**src/hdl/bmpd_pkg.sv**
```systemverilog
package bmpd_pkg;

   localparam int MAX_WIDTH_DEF  = 4096;
   localparam int MAX_HEIGHT_DEF = 4096;

   localparam int PAL_DEPTH = 256;
   localparam int PAL_AW    = $clog2(PAL_DEPTH);
   localparam int PAL_DW    = 24;

   localparam int Q_DEPTH = 3;

   localparam logic [15:0] BMP_SIGNATURE = 16'h4D42;
   localparam logic [7:0]  ALPHA_OPAQUE  = 8'hFF;

   typedef enum logic [2:0] {
      PH_HEADER,
      PH_PALETTE,
      PH_PIXELS,
      PH_PADDING,
      PH_IDLE
   } phase_type;

   typedef enum logic [2:0] {
      STS_PIXEL     = 3'd0,
      STS_DONE      = 3'd1,
      STS_BAD_SIG   = 3'd2,
      STS_BAD_DEPTH = 3'd3,
      STS_BAD_SIZE  = 3'd4,
      STS_PAL_LARGE = 3'd5,
      STS_TRUNC     = 3'd6
   } status_type;

   // results caused by one file byte: an optional pixel, then an optional status
   typedef struct packed {
      logic        pix_vld;
      logic        sts_vld;
      status_type  sts;
      logic        use_pal;
      logic [11:0] x;
      logic [11:0] y;
      logic [31:0] argb;
   } bundle_type;

   function automatic logic [7:0] expand5(input logic [4:0] c);
      expand5 = {c, c[4:2]};
   endfunction

endpackage

```
**src/hdl/bmpd_out_queue.sv**
```systemverilog
module bmpd_out_queue (
   input  logic                          clock,
   input  logic                          reset,
   input  logic                          in_valid,
   input  bmpd_pkg::bundle_type          in_bundle,
   input  logic [bmpd_pkg::PAL_DW-1:0]   pal_data,
   output logic [1:0]                    count,
   output logic                          out_valid,
   input  logic                          out_ready,
   output logic [55:0]                   out_data,
   output logic [2:0]                    out_user,
   output logic                          out_last
);

   bmpd_pkg::bundle_type q_ff [bmpd_pkg::Q_DEPTH];
   bmpd_pkg::bundle_type q_in [bmpd_pkg::Q_DEPTH];
   bmpd_pkg::bundle_type head, push_bundle;
   logic [1:0] cnt_ff, cnt_in;
   logic       sent_ff, sent_in;
   logic       pix_word;
   logic       take;
   logic       pop;
   logic [1:0] widx;

   assign head      = q_ff[0];
   assign out_valid = cnt_ff != 2'd0;
   assign pix_word  = head.pix_vld && !sent_ff;
   assign out_user  = pix_word ? bmpd_pkg::STS_PIXEL : head.sts;
   assign out_data  = pix_word ? {head.argb, head.y, head.x} : 56'd0;
   assign out_last  = pix_word ? !head.sts_vld : 1'b1;
   assign take      = out_valid && out_ready;
   assign pop       = take && out_last;
   assign widx      = cnt_ff - 2'(pop);
   assign count     = cnt_ff;

   always_comb begin
      push_bundle = in_bundle;
      if (in_bundle.use_pal) begin
         push_bundle.argb = {bmpd_pkg::ALPHA_OPAQUE, pal_data};
      end
   end

   always_comb begin
      q_in = q_ff;
      if (pop) begin
         for (int i = 0; i < bmpd_pkg::Q_DEPTH - 1; i++) begin
            q_in[i] = q_ff[i + 1];
         end
      end
      if (in_valid) begin
         q_in[widx] = push_bundle;
      end
      cnt_in  = cnt_ff - 2'(pop) + 2'(in_valid);
      sent_in = pop ? 1'b0 : (take ? 1'b1 : sent_ff);
   end

   always_ff @(posedge clock) begin
      if (reset) begin
         cnt_ff  <= '0;
         sent_ff <= 1'b0;
      end else begin
         cnt_ff  <= cnt_in;
         sent_ff <= sent_in;
      end
   end

   always_ff @(posedge clock) begin
      q_ff <= q_in;
   end

endmodule

```
**config.mk**
```make
export PLATFORM = sky130hd
export DESIGN_NAME = bmpd_out_queue
export DESIGN_NICKNAME = d
export VERILOG_FILES = /design/src/hdl/bmpd_pkg.sv /design/src/hdl/bmpd_out_queue.sv
export SDC_FILE = /design/constraint.sdc
export NUM_CORES = 1
export LEC_CHECK = 0
export BUFFER_PORTS_ARGS = -buffer_cell sky130_fd_sc_hd__buf_4
export CORE_MARGIN = 4
export CORE_UTILIZATION = 41
export DETAILED_ROUTE_END_ITERATION = 16
export PLACE_DENSITY_LB_ADDON = 0.25
export SLEW_MARGIN = 20
export SYNTH_ARGS = -nofsm -noshare
export SYNTH_HDL_FRONTEND = slang
export SYNTH_SLANG_ARGS = --single-unit
export TNS_END_PERCENT = 50
```
**constraint.sdc**
```tcl
create_clock -name clock -period 5.33 [get_ports clock]
set_input_delay 1.066 -clock clock [delete_from_list [all_inputs] [get_ports clock]]
set_output_delay 1.066 -clock clock [all_outputs]
set_load 0.01 [all_outputs]
```
==> out/metrics.csv <==
metric,value,unit
routed vias,6799,
fmax,285,MHz
1st-iter DRT viols,570,
worst vdd ir,0.000399,V
pin count of the biggest net entering global routing,88,
total setup buffers inserted after CTS,0,
post-CTS sizing,0,
"Setup violations, final",0,
Post-DP HPWL,12.4,mm
core area,19800,µm²
Worst slew margin,34.1,%
mux share of post-synthesis cell area,3.23,%
R2R setup slack,1.82,ns
H-tree level count,4,
Post-layout nets,945,
# IOs,153,
# port buffers,152,
RR Startpoint,sent_ff,
RSZ-0062 raised after global routing,no,
diodes inserted,0,
terminus of the critical flop-to-flop path,q_ff[66],
Critical Path Sink,q_ff[66],
largest family of logic cells by synthesized area,compound AO/OA/AOI/OAI gates,
Tmin final,3.51,ns
crit path kind,flip-flop to flip-flop,
M1 GR Usage,27.2,%
Clock Latency Late Sink,0.42,ns
syn_area_per_cell,10.9,µm²
DRC,0,
Yosys reg bits,186,
worst path arrival time,3.81,ns
data required time of the critical path,5.63,ns
CTS Hold Bufs,0,
final clock skew,0.00777,ns
M2 GR Usage,30.2,%
Netlist Area Pre-Place,8360,µm²
P&R area growth vs syn,22.7,%
chip height,151,µm
DRT Pass-1 Iters,5,
max-cap violations,0,
layout cells sized above 1,27.5,%
Worst Setup Start Kind,flip-flop,
Synth area leaders,"dfxtp_1 (30%), edfxtp_1 (22%), a2bb2oi_1 (13%), a32oi_1 (13%), o21ai_0 (7.2%)",
remaining antenna violation count,0,
Die Wd,151,µm
Synth Flop Type,dfxtp_1,
CTS max path bufs,2,
GRT met3 Usage,4.76,%
CTS Sinks,186,
gpl congestion,0.731,
antenna violations before repair,0,
gr ovfl total,0,
die area,22700,µm²
CTS tree,done,
Crit. End Element,flip-flop,
worst slack at placement,0.688,ns
Rows,51,
Compound-Gate Fraction of Synth Area,32.9,%
clock slew seen by the registers of the worst setup and hold paths,0.06,ns
sequential-to-total area share from yosys stat,51.8,%
Post-synth EDFFs,61,
Worst Path Max Fanout,48,
Worst Tran Pin Value,0.984,ns
starting density of the core,42.3,%
gr busiest metal,met2,
"FFs w/ async S/R, synth",0,%
Yosys cell types,28,
setup ws final,1.82,ns
adder-cell share of the synthesized area,0.299,%
synthesized net count,862,
GRT Overall Usage,19.3,%
Syn Inst Count,770,
first-pass GRT wire length,35.4,mm
endpoints failing hold,0,
warnings from Yosys,0,
final worst path period share,65.8,%
final wirelength,22.3,mm
simple-gate portion of the synthesized area,5.98,%
drt wl/cell,19.7,µm
vias per cell,6.01,
clk root buf,clkbuf_16,
P_leak,3.85,nW
critical path startpoint,sent_ff,
Worst R2R Path Depth,8,
setup tns final,0,ns
outcome,"complete, no violations",
post-synth top area cell,dfxtp_1,
Num CTS Buffers,17,
max-slew violations,0,
Hold WC Path Type,flip-flop to flip-flop,
share of the synthesized area in the top cell type,29.9,%
XOR/XNOR Fraction of Synth Area,0.404,%
Pwr per Cell Area,689,nW/µm²
vias in the first global route,6690,
==> layout make-up <==
type                    count  area [µm²]
clock buffers              29         618
well taps                 265         332
clock inverters             3        15.0
multi-input cells         479        3640
flip-flops and latches    186        4330
fillers                  1851        9520
repair buffers            166        1310
inverters                   3        13.8
==> stage by stage <==
| stage | std cells | utilization [%] | power [mW] | cell area (µm²) | hold WS [ns] |
|---|---|---|---|---|---|
| floorplan | 770 | - | 4.68 | 8360 | 0.445 |
| global placement | 1096 | 48.3 | 5.69 | 9560 | 0.460 |
| detailed placement | 1097 | 48.4 | 5.74 | 9580 | 0.462 |
| CTS | 1129 | 51.6 | 7.07 | 10200 | 0.472 |
| global route | 1131 | 51.9 | 7.59 | 10300 | 0.489 |
| finish | 1131 | 51.9 | 7.08 | 10300 | 0.469 |
==> placed cells by master, fill, tap and decap left out, types with 3 or more instances in the layout <==
cell type	n
or2_2	9
nor2b_1	4
buf_4	162
clkbuf_1	4
o21ai_0	121
a2bb2oi_1	121
mux2_2	24
nor2_1	3
a32oi_1	121
and2_1	56
edfxtp_1	61
dfxtp_1	125
clkinv_2	3
clkbuf_16	23
==> how the worst min path moves through the flow <==
| stage | from | to | slack, ns | cells after the start |
|---|---|---|---|---|
| 2_1_floorplan | head[42] | head[42] | 0.45 | 2 |
| 3_3_place_gp | head[3] | head[3] | 0.46 | 2 |
| 3_5_place_dp | head[24] | head[24] | 0.46 | 2 |
| 4_1_cts | head[47] | head[47] | 0.47 | 2 |
| 5_1_grt | head[54] | head[54] | 0.49 | 2 |
| 6_report | head[46] | head[46] | 0.47 | 2 |
==> cells in the mapped netlist (2+ instances only) <==
master / count
inv_1: 2
ha_1: 2
nor3_1: 2
clkbuf_1: 55
buf_2: 39
edfxtp_1: 61
a2bb2oi_1: 121
dfxtp_1: 125
nor2_1: 4
or2_2: 9
nand2_1: 3
nor2b_1: 6
o21ai_0: 121
buf_1: 7
mux2_2: 24
and2_1: 57
a32oi_1: 121
==> layer usage <==
metal  wire length [µm]  vias up
met4                212        0
met2              10500      208
met3               1390       17
li1                   -     3224
met5                  0        -
met1              10100     3350
==> critical path, stage by stage, from the launching register on <==
cell       delay (ns)
dfxtp_1          0.35
and3b_4          0.67
nor2_1           0.12
ha_1             0.29
xnor2_4          0.49
buf_16           0.24
nand2_2          0.56
buf_4            0.47
a2bb2oi_1        0.16
==> kinds of logic (layout without fill, tap and decap cells) <==
group	after synthesis	in the layout
AO/OA/AOI/OAI	367	367
XOR/XNOR	3	3
multiplexers	24	24
adder cells (fa/ha/maj)	2	2
AND/OR/NAND/NOR	83	83
flip-flops	186	186
buffers and inverters	105	201
==> where the power goes <==
part	switching, mW	internal (mW)	total, mW
Sequential	0.251	2.11	2.37
Clock	0.519	0.790	1.31
Combinational	1.93	1.47	3.40
Note: power is estimated with default switching activity, not from simulation.
