**config.mk**
```make
export PLATFORM = sky130hd
export DESIGN_NAME = bmpd_parser
export DESIGN_NICKNAME = d
export VERILOG_FILES = /design/src/hdl/bmpd_pkg.sv /design/src/hdl/bmpd_parser.sv
export SDC_FILE = /design/constraint.sdc
export NUM_CORES = 1
export LEC_CHECK = 0
export BUFFER_PORTS_ARGS = -buffer_cell sky130_fd_sc_hd__buf_2
export CORE_MARGIN = 10
export CORE_UTILIZATION = 25
export CTS_CLUSTER_SIZE = 10
export DETAILED_ROUTE_END_ITERATION = 10
export PLACE_DENSITY = 0.36
export SLEW_MARGIN = 20
export SYNTH_ARGS = -nofsm -noshare
export SYNTH_HDL_FRONTEND = slang
export SYNTH_SLANG_ARGS = --single-unit
```
**constraint.sdc**
```tcl
create_clock -name clock -period 5.3 [get_ports clock]
set_input_delay 0 -clock clock [delete_from_list [all_inputs] [get_ports clock]]
set_output_delay 0 -clock clock [all_outputs]
set_load 0.03 [all_outputs]
```
**src/hdl/bmpd_pkg.sv**
```systemverilog
package bmpd_pkg;

   localparam int MAX_WIDTH_DEF  = 4096;
   localparam int MAX_HEIGHT_DEF = 4096;

   localparam int PAL_DEPTH = 256;
   localparam int PAL_AW    = $clog2(PAL_DEPTH);
   localparam int PAL_DW    = 24;

   localparam int Q_DEPTH = 3;

   localparam logic [15:0] BMP_SIGNATURE = 16'h4D42;
   localparam logic [7:0]  ALPHA_OPAQUE  = 8'hFF;

   typedef enum logic [2:0] {
      PH_HEADER,
      PH_PALETTE,
      PH_PIXELS,
      PH_PADDING,
      PH_IDLE
   } phase_type;

   typedef enum logic [2:0] {
      STS_PIXEL     = 3'd0,
      STS_DONE      = 3'd1,
      STS_BAD_SIG   = 3'd2,
      STS_BAD_DEPTH = 3'd3,
      STS_BAD_SIZE  = 3'd4,
      STS_PAL_LARGE = 3'd5,
      STS_TRUNC     = 3'd6
   } status_type;

   // results caused by one file byte: an optional pixel, then an optional status
   typedef struct packed {
      logic        pix_vld;
      logic        sts_vld;
      status_type  sts;
      logic        use_pal;
      logic [11:0] x;
      logic [11:0] y;
      logic [31:0] argb;
   } bundle_type;

   function automatic logic [7:0] expand5(input logic [4:0] c);
      expand5 = {c, c[4:2]};
   endfunction

endpackage

```
**src/hdl/bmpd_parser.sv**
```systemverilog
module bmpd_parser #(
   parameter int MAX_WIDTH  = bmpd_pkg::MAX_WIDTH_DEF,
   parameter int MAX_HEIGHT = bmpd_pkg::MAX_HEIGHT_DEF
) (
   input  logic                          clock,
   input  logic                          reset,
   input  logic                          in_valid,
   output logic                          in_ready,
   input  logic [7:0]                    in_byte,
   input  logic                          in_last,
   input  logic [1:0]                    q_count,
   output logic                          s1_valid,
   output bmpd_pkg::bundle_type          s1_bundle,
   output logic                          ram_we,
   output logic [bmpd_pkg::PAL_AW-1:0]   ram_waddr,
   output logic [bmpd_pkg::PAL_DW-1:0]   ram_wdata,
   output logic [bmpd_pkg::PAL_AW-1:0]   ram_raddr
);

   localparam int CW = $clog2(MAX_WIDTH + 1);
   localparam int RW = $clog2(MAX_HEIGHT + 1);
   localparam int PPW = bmpd_pkg::PAL_AW + 2;

   localparam logic [5:0] OFS_WIDTH  = 6'd18;
   localparam logic [5:0] OFS_HEIGHT = 6'd22;
   localparam logic [5:0] OFS_DEPTH  = 6'd28;
   localparam logic [5:0] OFS_COLORS = 6'd46;
   localparam logic [5:0] HDR_LAST   = 6'd53;

   bmpd_pkg::phase_type phase_ff, phase_in;
   logic [5:0]     pos_ff, pos_in;
   logic [31:0]    wid_ff, wid_in;
   logic [31:0]    hgt_ff, hgt_in;
   logic [15:0]    dep_ff, dep_in;
   logic [31:0]    clr_ff, clr_in;
   logic [8:0]     ent_ff, ent_in;
   logic [PPW-1:0] ppos_ff, ppos_in;
   logic [23:0]    acc_ff, acc_in;
   logic [1:0]     bip_ff, bip_in;
   logic [CW-1:0]  col_ff, col_in;
   logic [RW-1:0]  row_ff, row_in;
   logic [1:0]     pad_ff, pad_in;
   logic           s1_vld_ff;
   bmpd_pkg::bundle_type s1_ff, bnd;

   logic        accept;
   logic        eor;
   logic [2:0]  bpp;
   logic [31:0] pix_v;
   logic [1:0]  w_lane, h_lane, c_lane;
   logic        d_lane;
   logic        w_ok, h_ok;
   logic [1:0]  pad_calc;
   logic [3:0]  row_bytes_lo;

   assign in_ready = ({1'b0, q_count} + 3'(s1_vld_ff)) <= 3'd2;
   assign accept   = in_valid && in_ready;

   assign bpp    = dep_ff[5:3];
   assign w_lane = 2'(pos_ff - OFS_WIDTH);
   assign h_lane = 2'(pos_ff - OFS_HEIGHT);
   assign c_lane = 2'(pos_ff - OFS_COLORS);
   assign d_lane = 1'(pos_ff - OFS_DEPTH);
   assign w_ok   = (wid_ff != 32'd0) && (wid_ff <= 32'(MAX_WIDTH));
   assign h_ok   = (hgt_ff != 32'd0) && (hgt_ff <= 32'(MAX_HEIGHT));
   assign row_bytes_lo = wid_ff[1:0] * bpp[1:0];
   assign pad_calc = 2'(2'd0 - row_bytes_lo[1:0]);
   assign pix_v = {8'd0, acc_ff} | (32'(in_byte) << {bip_ff, 3'b000});

   always_comb begin
      phase_in = phase_ff;
      pos_in   = pos_ff;
      wid_in   = wid_ff;
      hgt_in   = hgt_ff;
      dep_in   = dep_ff;
      clr_in   = clr_ff;
      ent_in   = ent_ff;
      ppos_in  = ppos_ff;
      acc_in   = acc_ff;
      bip_in   = bip_ff;
      col_in   = col_ff;
      row_in   = row_ff;
      pad_in   = pad_ff;
      bnd      = '0;
      eor      = 1'b0;
      ram_we    = 1'b0;
      ram_waddr = ppos_ff[PPW-1:2];
      ram_wdata = {in_byte, acc_ff[15:8], acc_ff[7:0]};
      ram_raddr = '0;
      if (accept) begin
         case (phase_ff)
            bmpd_pkg::PH_HEADER: begin
               if (pos_ff == 6'd0) begin
                  acc_in = {16'd0, in_byte};
               end
               if (pos_ff inside {[OFS_WIDTH:OFS_WIDTH + 6'd3]}) begin
                  wid_in[{w_lane, 3'b000} +: 8] = in_byte;
               end
               if (pos_ff inside {[OFS_HEIGHT:OFS_HEIGHT + 6'd3]}) begin
                  hgt_in[{h_lane, 3'b000} +: 8] = in_byte;
               end
               if (pos_ff inside {[OFS_DEPTH:OFS_DEPTH + 6'd1]}) begin
                  dep_in[{d_lane, 3'b000} +: 8] = in_byte;
               end
               if (pos_ff inside {[OFS_COLORS:OFS_COLORS + 6'd3]}) begin
                  clr_in[{c_lane, 3'b000} +: 8] = in_byte;
               end
               if (pos_ff == 6'd1) begin
                  acc_in = '0;
                  if ({in_byte, acc_ff[7:0]} != bmpd_pkg::BMP_SIGNATURE) begin
                     bnd.sts_vld = 1'b1;
                     bnd.sts     = bmpd_pkg::STS_BAD_SIG;
                     phase_in    = bmpd_pkg::PH_IDLE;
                  end
               end
               if (phase_in == bmpd_pkg::PH_HEADER) begin
                  if (pos_ff >= HDR_LAST) begin
                     if (!(dep_ff inside {16'd8, 16'd16, 16'd24, 16'd32})) begin
                        bnd.sts_vld = 1'b1;
                        bnd.sts     = bmpd_pkg::STS_BAD_DEPTH;
                        phase_in    = bmpd_pkg::PH_IDLE;
                     end else if (!w_ok || !h_ok) begin
                        bnd.sts_vld = 1'b1;
                        bnd.sts     = bmpd_pkg::STS_BAD_SIZE;
                        phase_in    = bmpd_pkg::PH_IDLE;
                     end else if (dep_ff == 16'd8) begin
                        if (clr_ff > 32'(bmpd_pkg::PAL_DEPTH)) begin
                           bnd.sts_vld = 1'b1;
                           bnd.sts     = bmpd_pkg::STS_PAL_LARGE;
                           phase_in    = bmpd_pkg::PH_IDLE;
                        end else begin
                           ent_in   = (clr_ff == 32'd0) ? 9'(bmpd_pkg::PAL_DEPTH) : 9'(clr_ff);
                           ppos_in  = '0;
                           phase_in = bmpd_pkg::PH_PALETTE;
                        end
                     end else begin
                        phase_in = bmpd_pkg::PH_PIXELS;
                     end
                  end else begin
                     pos_in = pos_ff + 6'd1;
                  end
               end
            end
            bmpd_pkg::PH_PALETTE: begin
               case (ppos_ff[1:0])
                  2'd0: acc_in[7:0]  = in_byte;
                  2'd1: acc_in[15:8] = in_byte;
                  2'd2: begin
                     ram_we = 1'b1;
                     acc_in = '0;
                  end
                  default: ;
               endcase
               if ((11'(ppos_ff) + 11'd1) >= {2'b00, ent_ff} << 2) begin
                  phase_in = bmpd_pkg::PH_PIXELS;
               end else begin
                  ppos_in = ppos_ff + PPW'(1);
               end
            end
            bmpd_pkg::PH_PIXELS: begin
               if ((3'(bip_ff) + 3'd1) < bpp) begin
                  acc_in[{bip_ff, 3'b000} +: 8] = in_byte;
                  bip_in = bip_ff + 2'd1;
               end else begin
                  acc_in      = '0;
                  bip_in      = '0;
                  bnd.pix_vld = 1'b1;
                  bnd.sts     = bmpd_pkg::STS_PIXEL;
                  bnd.x       = 12'(col_ff);
                  bnd.y       = hgt_ff[11:0] - 12'd1 - 12'(row_ff);
                  case (bpp)
                     3'd4: bnd.argb = {(pix_v[31:24] == 8'd0) ? bmpd_pkg::ALPHA_OPAQUE
                                                              : pix_v[31:24], pix_v[23:0]};
                     3'd3: bnd.argb = {bmpd_pkg::ALPHA_OPAQUE, pix_v[23:0]};
                     3'd2: bnd.argb = {bmpd_pkg::ALPHA_OPAQUE,
                                       bmpd_pkg::expand5(pix_v[14:10]),
                                       bmpd_pkg::expand5(pix_v[9:5]),
                                       bmpd_pkg::expand5(pix_v[4:0])};
                     default: begin
                        bnd.use_pal = 1'b1;
                        ram_raddr   = (9'(in_byte) >= ent_ff) ? '0 : in_byte;
                     end
                  endcase
                  if ((32'(col_ff) + 32'd1) >= wid_ff) begin
                     pad_in = pad_calc;
                     if (pad_calc == 2'd0) begin
                        eor = 1'b1;
                     end else begin
                        phase_in = bmpd_pkg::PH_PADDING;
                     end
                  end else begin
                     col_in = col_ff + CW'(1);
                  end
               end
            end
            bmpd_pkg::PH_PADDING: begin
               if (pad_ff <= 2'd1) begin
                  pad_in = '0;
                  eor    = 1'b1;
               end else begin
                  pad_in = pad_ff - 2'd1;
               end
            end
            default: ;
         endcase
         if (eor) begin
            row_in = row_ff + RW'(1);
            col_in = '0;
            if ((32'(row_ff) + 32'd1) >= hgt_ff) begin
               bnd.sts_vld = 1'b1;
               bnd.sts     = bmpd_pkg::STS_DONE;
               phase_in    = bmpd_pkg::PH_IDLE;
            end else begin
               phase_in = bmpd_pkg::PH_PIXELS;
            end
         end
         if (in_last) begin
            if (phase_in != bmpd_pkg::PH_IDLE) begin
               bnd.sts_vld = 1'b1;
               bnd.sts     = bmpd_pkg::STS_TRUNC;
            end
            phase_in = bmpd_pkg::PH_HEADER;
            pos_in   = '0;
            wid_in   = '0;
            hgt_in   = '0;
            dep_in   = '0;
            clr_in   = '0;
            ent_in   = '0;
            ppos_in  = '0;
            acc_in   = '0;
            bip_in   = '0;
            col_in   = '0;
            row_in   = '0;
            pad_in   = '0;
         end
      end
   end

   always_ff @(posedge clock) begin
      if (reset) begin
         phase_ff  <= bmpd_pkg::PH_HEADER;
         pos_ff    <= '0;
         wid_ff    <= '0;
         hgt_ff    <= '0;
         dep_ff    <= '0;
         clr_ff    <= '0;
         ent_ff    <= '0;
         ppos_ff   <= '0;
         acc_ff    <= '0;
         bip_ff    <= '0;
         col_ff    <= '0;
         row_ff    <= '0;
         pad_ff    <= '0;
         s1_vld_ff <= 1'b0;
      end else begin
         phase_ff  <= phase_in;
         pos_ff    <= pos_in;
         wid_ff    <= wid_in;
         hgt_ff    <= hgt_in;
         dep_ff    <= dep_in;
         clr_ff    <= clr_in;
         ent_ff    <= ent_in;
         ppos_ff   <= ppos_in;
         acc_ff    <= acc_in;
         bip_ff    <= bip_in;
         col_ff    <= col_in;
         row_ff    <= row_in;
         pad_ff    <= pad_in;
         s1_vld_ff <= accept && (bnd.pix_vld || bnd.sts_vld);
      end
   end

   always_ff @(posedge clock) begin
      s1_ff <= bnd;
   end

   assign s1_valid  = s1_vld_ff;
   assign s1_bundle = s1_ff;

endmodule

```
==> impl_metrics.toml <==
[power_and_ir_drop]
power.switching_mw = 1.17
p_clk_share_pct = 49.2
p_comb_share_pct = 7.6
p_leak_nw = 6.14
ir_drop_v = 0.000154
pwr-share-seq_pct = 43.3
switching_share_pct = 25.7
internal-power_mw = 3.37
p_per_area_mw_per_mm2 = 294

[drt]
drt_iter0_drc = 730
wl_um = 45300
drtPass1Iterations = 5
remaining_drc_errors = 0
num_vias = 11600
wl_per_cell_um = 18.9
ant_nets = 0
viasPerCell = 4.84

[final_layout]
fillers = 5693
diodes = 0
areaGrowthSynthToFinish_pct = 16.2
drive_gt1_share_pct = 12.4
num-nets-final = 1785
instances_no_fill = 2402

[setup_path]
slowest_delay_ps = 540
required_ps = 5300
arrival_ps = 4580
crit_start = "bip_ff[0]$_SDFFE_PP0P_"
r2r_end = "s1_valid$_SDFF_PP0_"
r2r_cells = 15
cp_slowest_cell = "dfxtp_1"
ff2ff_setup_slack_ps = 1060
endpoint_kind = "output pin"
critPathKind = "reg -> out"
critPathLaunchType = "flop"
crit_path_end = "ram_raddr[4]"
r2r-start = "col_ff[0]$_SDFFE_PP0P_"
cp_max_fo = 17
path_cells = "inv_1 > ha_1 > ha_1 > nand2_1 > o21ai_1 > buf_4 > and2_1 > buf_4 > nand2_1 > nor2_1 > o21ai_0 > a31oi_1 > and2_1 > buf_2"

[cts]
cts.root.buffer_cell = "clkbuf_16"
clockBufferDepth = 3
cts_buffers = 35
clkTransAtPathRegs_ps = 60
htree_levels = 2
clock_latency_ps = 550
cts.sinks = 257
cts_tree = "done"

[yosys]
synthTopCellsByArea = "dfxtp_1, nor2_1, ha_1"
synth_ff_type = "dfxtp_1"
synthArstFlopShare_pct = 0
yosysTopAreaCell = "dfxtp_1"
synth-edff-count = 0
synth_top_area_share_pct = 38.7
synth_area_mm2 = 0.0133
synth_fp_nets = 1721
synth_area_per_cell_um2 = 8.17
yosysUniqueCellTypes = 70
ys_seq_elements = 257
synthCells = 1629
ys_warn_count = 0
ys_seq_area_share_pct = 38.7

[floorplanning]
core_area_mm2 = 0.0527
num_io_pins = 119
start_util_pct = 25.3
row_count = 84
die_w_um = 251
dieArea_mm2 = 0.0629
die_h_um = 251

[run_status]
status = "finished clean"

[sta]
clock.fmax_ghz = 0.218
max_slew_margin_pct = 28.1
grt_setup_unrepaired = "no"
fin_ws_ps = 721
tightest_slew_ps = 1070
period_minus_slack_ps = 4580
final.setup.tns_ps = 0
finalSetupViolations = 0
finalHoldViolations = 0
drv_slew = 0
whs_ps = 32.6
clock_skew_ps = 22.4
post-route-period-util_pct = 86.4

[placement]
port_buffers = 118
dp_slack_ps = 1150
dpl.hpwl_um = 32600
gp_congestion = 0.810
dp.cells = 2335

[global_route]
grt_max_degree = 99
grt_antenna_before_repair = 0
overflow = 0
grt_pass1_vias = 11500
grt_usage_pct = 14.1
grt_pass1_wl_um = 70300

[flow_run]
cap_viol_max_count = 0

[min_path]
hold_path.class = "in -> reg"
-- worst max-delay path, delay by kind of cell, from the launching register on --
family	cells	cell delay, ps
and+or+nand+nor	5	1170
buffers and inverters	4	870
adders and majority gates	2	790
AOI/OAI and AO/OA	3	650
DFF	1	540
-- power groups by stage --
stage	Clock [mW]	Combinational (mW)	Sequential (mW)
5_1_grt	2.40	0.374	1.97
3_3_place_gp	0	0.340	2.01
6_report	2.23	0.343	1.96
3_5_place_dp	0	0.340	2.01
4_1_cts	2.32	0.345	1.96
2_1_floorplan	0	0.224	2.00
-- cell usage after synthesis (27+ instances only) --
master    instances
xnor2_1          27
a21oi_1         125
buf_4            32
ha_1             77
nor2_1          287
a22oi_1          38
nand2_1         103
nand3_1          37
clkbuf_1         72
dfxtp_1         257
nor4_1           28
mux2i_1          67
o21ai_0          59
inv_1            78
nor3_1           60
and3_1           36
-- registers in the layout (all words and copies together), names as in the netlist --
signal,flops
acc_ff,24
bip_ff,2
clr_ff,32
col_ff,13
dep_ff,16
ent_ff,9
hgt_ff,32
pad_ff,2
phase_ff,3
pos_ff,6
ppos_ff,10
row_ff,13
s1_bundle,62
s1_valid,1
wid_ff,32
-- per-stage QoR --
stage	area, um2	power (mW)	utilization [%]
2_1_floorplan	13300	2.23	-
3_3_place_gp	14300	2.35	27.2
3_5_place_dp	14300	2.35	27.2
4_1_cts	15500	4.63	29.4
5_1_grt	15500	4.74	29.4
6_report	15500	4.54	29.4
-- layout by cell type (no fill, tap or decap), drive strengths merged, types with 13 or more instances in the layout --
cell type  instances
a21o              24
a21oi            125
a22oi             38
a32oi             18
and2              15
and3              36
buf              133
clkbuf            50
dfxtp            257
ha                77
inv               81
mux2i             67
nand2            103
nand3             37
nor2             287
nor2b             17
nor3              61
nor4              30
o21ai             64
xnor2             27
xor2              13
-- what timing repair did --
item | CTS | global route
hold buffers | 9 | 0
gates resized for setup | 0 | 0
setup buffers | 0 | 0
hold endpoints to repair | 24 | 0
setup endpoints to repair | 0 | 0
-- worst min path at each step --
stage | slack, ps | depth (start not counted) | startpoint | to
CTS | 2 | 3 | in_byte[3] | acc_ff[11]$_SDFFE_PP0P_
detailed placement | 440 | 1 | s1_bundle[2]$_SDFF_PP0_ | s1_bundle[2]
finish | 30 | 3 | in_byte[3] | acc_ff[3]$_SDFFE_PP0P_
floorplan | 130 | 1 | in_byte[0] | ram_wdata[16]
global placement | 440 | 1 | s1_bundle[38]$_SDFF_PP0_ | s1_bundle[38]
global route | 10 | 3 | in_byte[3] | acc_ff[11]$_SDFFE_PP0P_
-- kinds of logic after synthesis --
kind of cell	Yosys count	synth area share (%)
flip-flops	257	38.7
multiplexers	68	5.12
buffers and inverters	194	6.50
XOR/XNOR	40	2.63
AND/OR/NAND/NOR	652	23.4
adder cells (fa/ha/maj)	78	7.39
AO/OA/AOI/OAI	340	16.2
-- cell type report --
type,count,area (um2),area share (%)
Timing Repair Buffer,142,800,5.17
Tap cell,688,861,5.57
Multi-Input combinational cell,1178,7300,47.2
Clock inverter,8,76.3,0.494
Inverter,79,297,1.92
Sequential cell,257,5140,33.3
Clock buffer,50,982,6.35
-- layer usage --
layer	vias to the layer above	track usage, %	part of all wire (%)
met1	5549	18.7	47
met3	63	2.61	4.3
met4	0	3.68	2.0
met5	-	0	0
met2	217	22.9	46
li1	5802	-	-
Power figures use the tool's default switching activity.
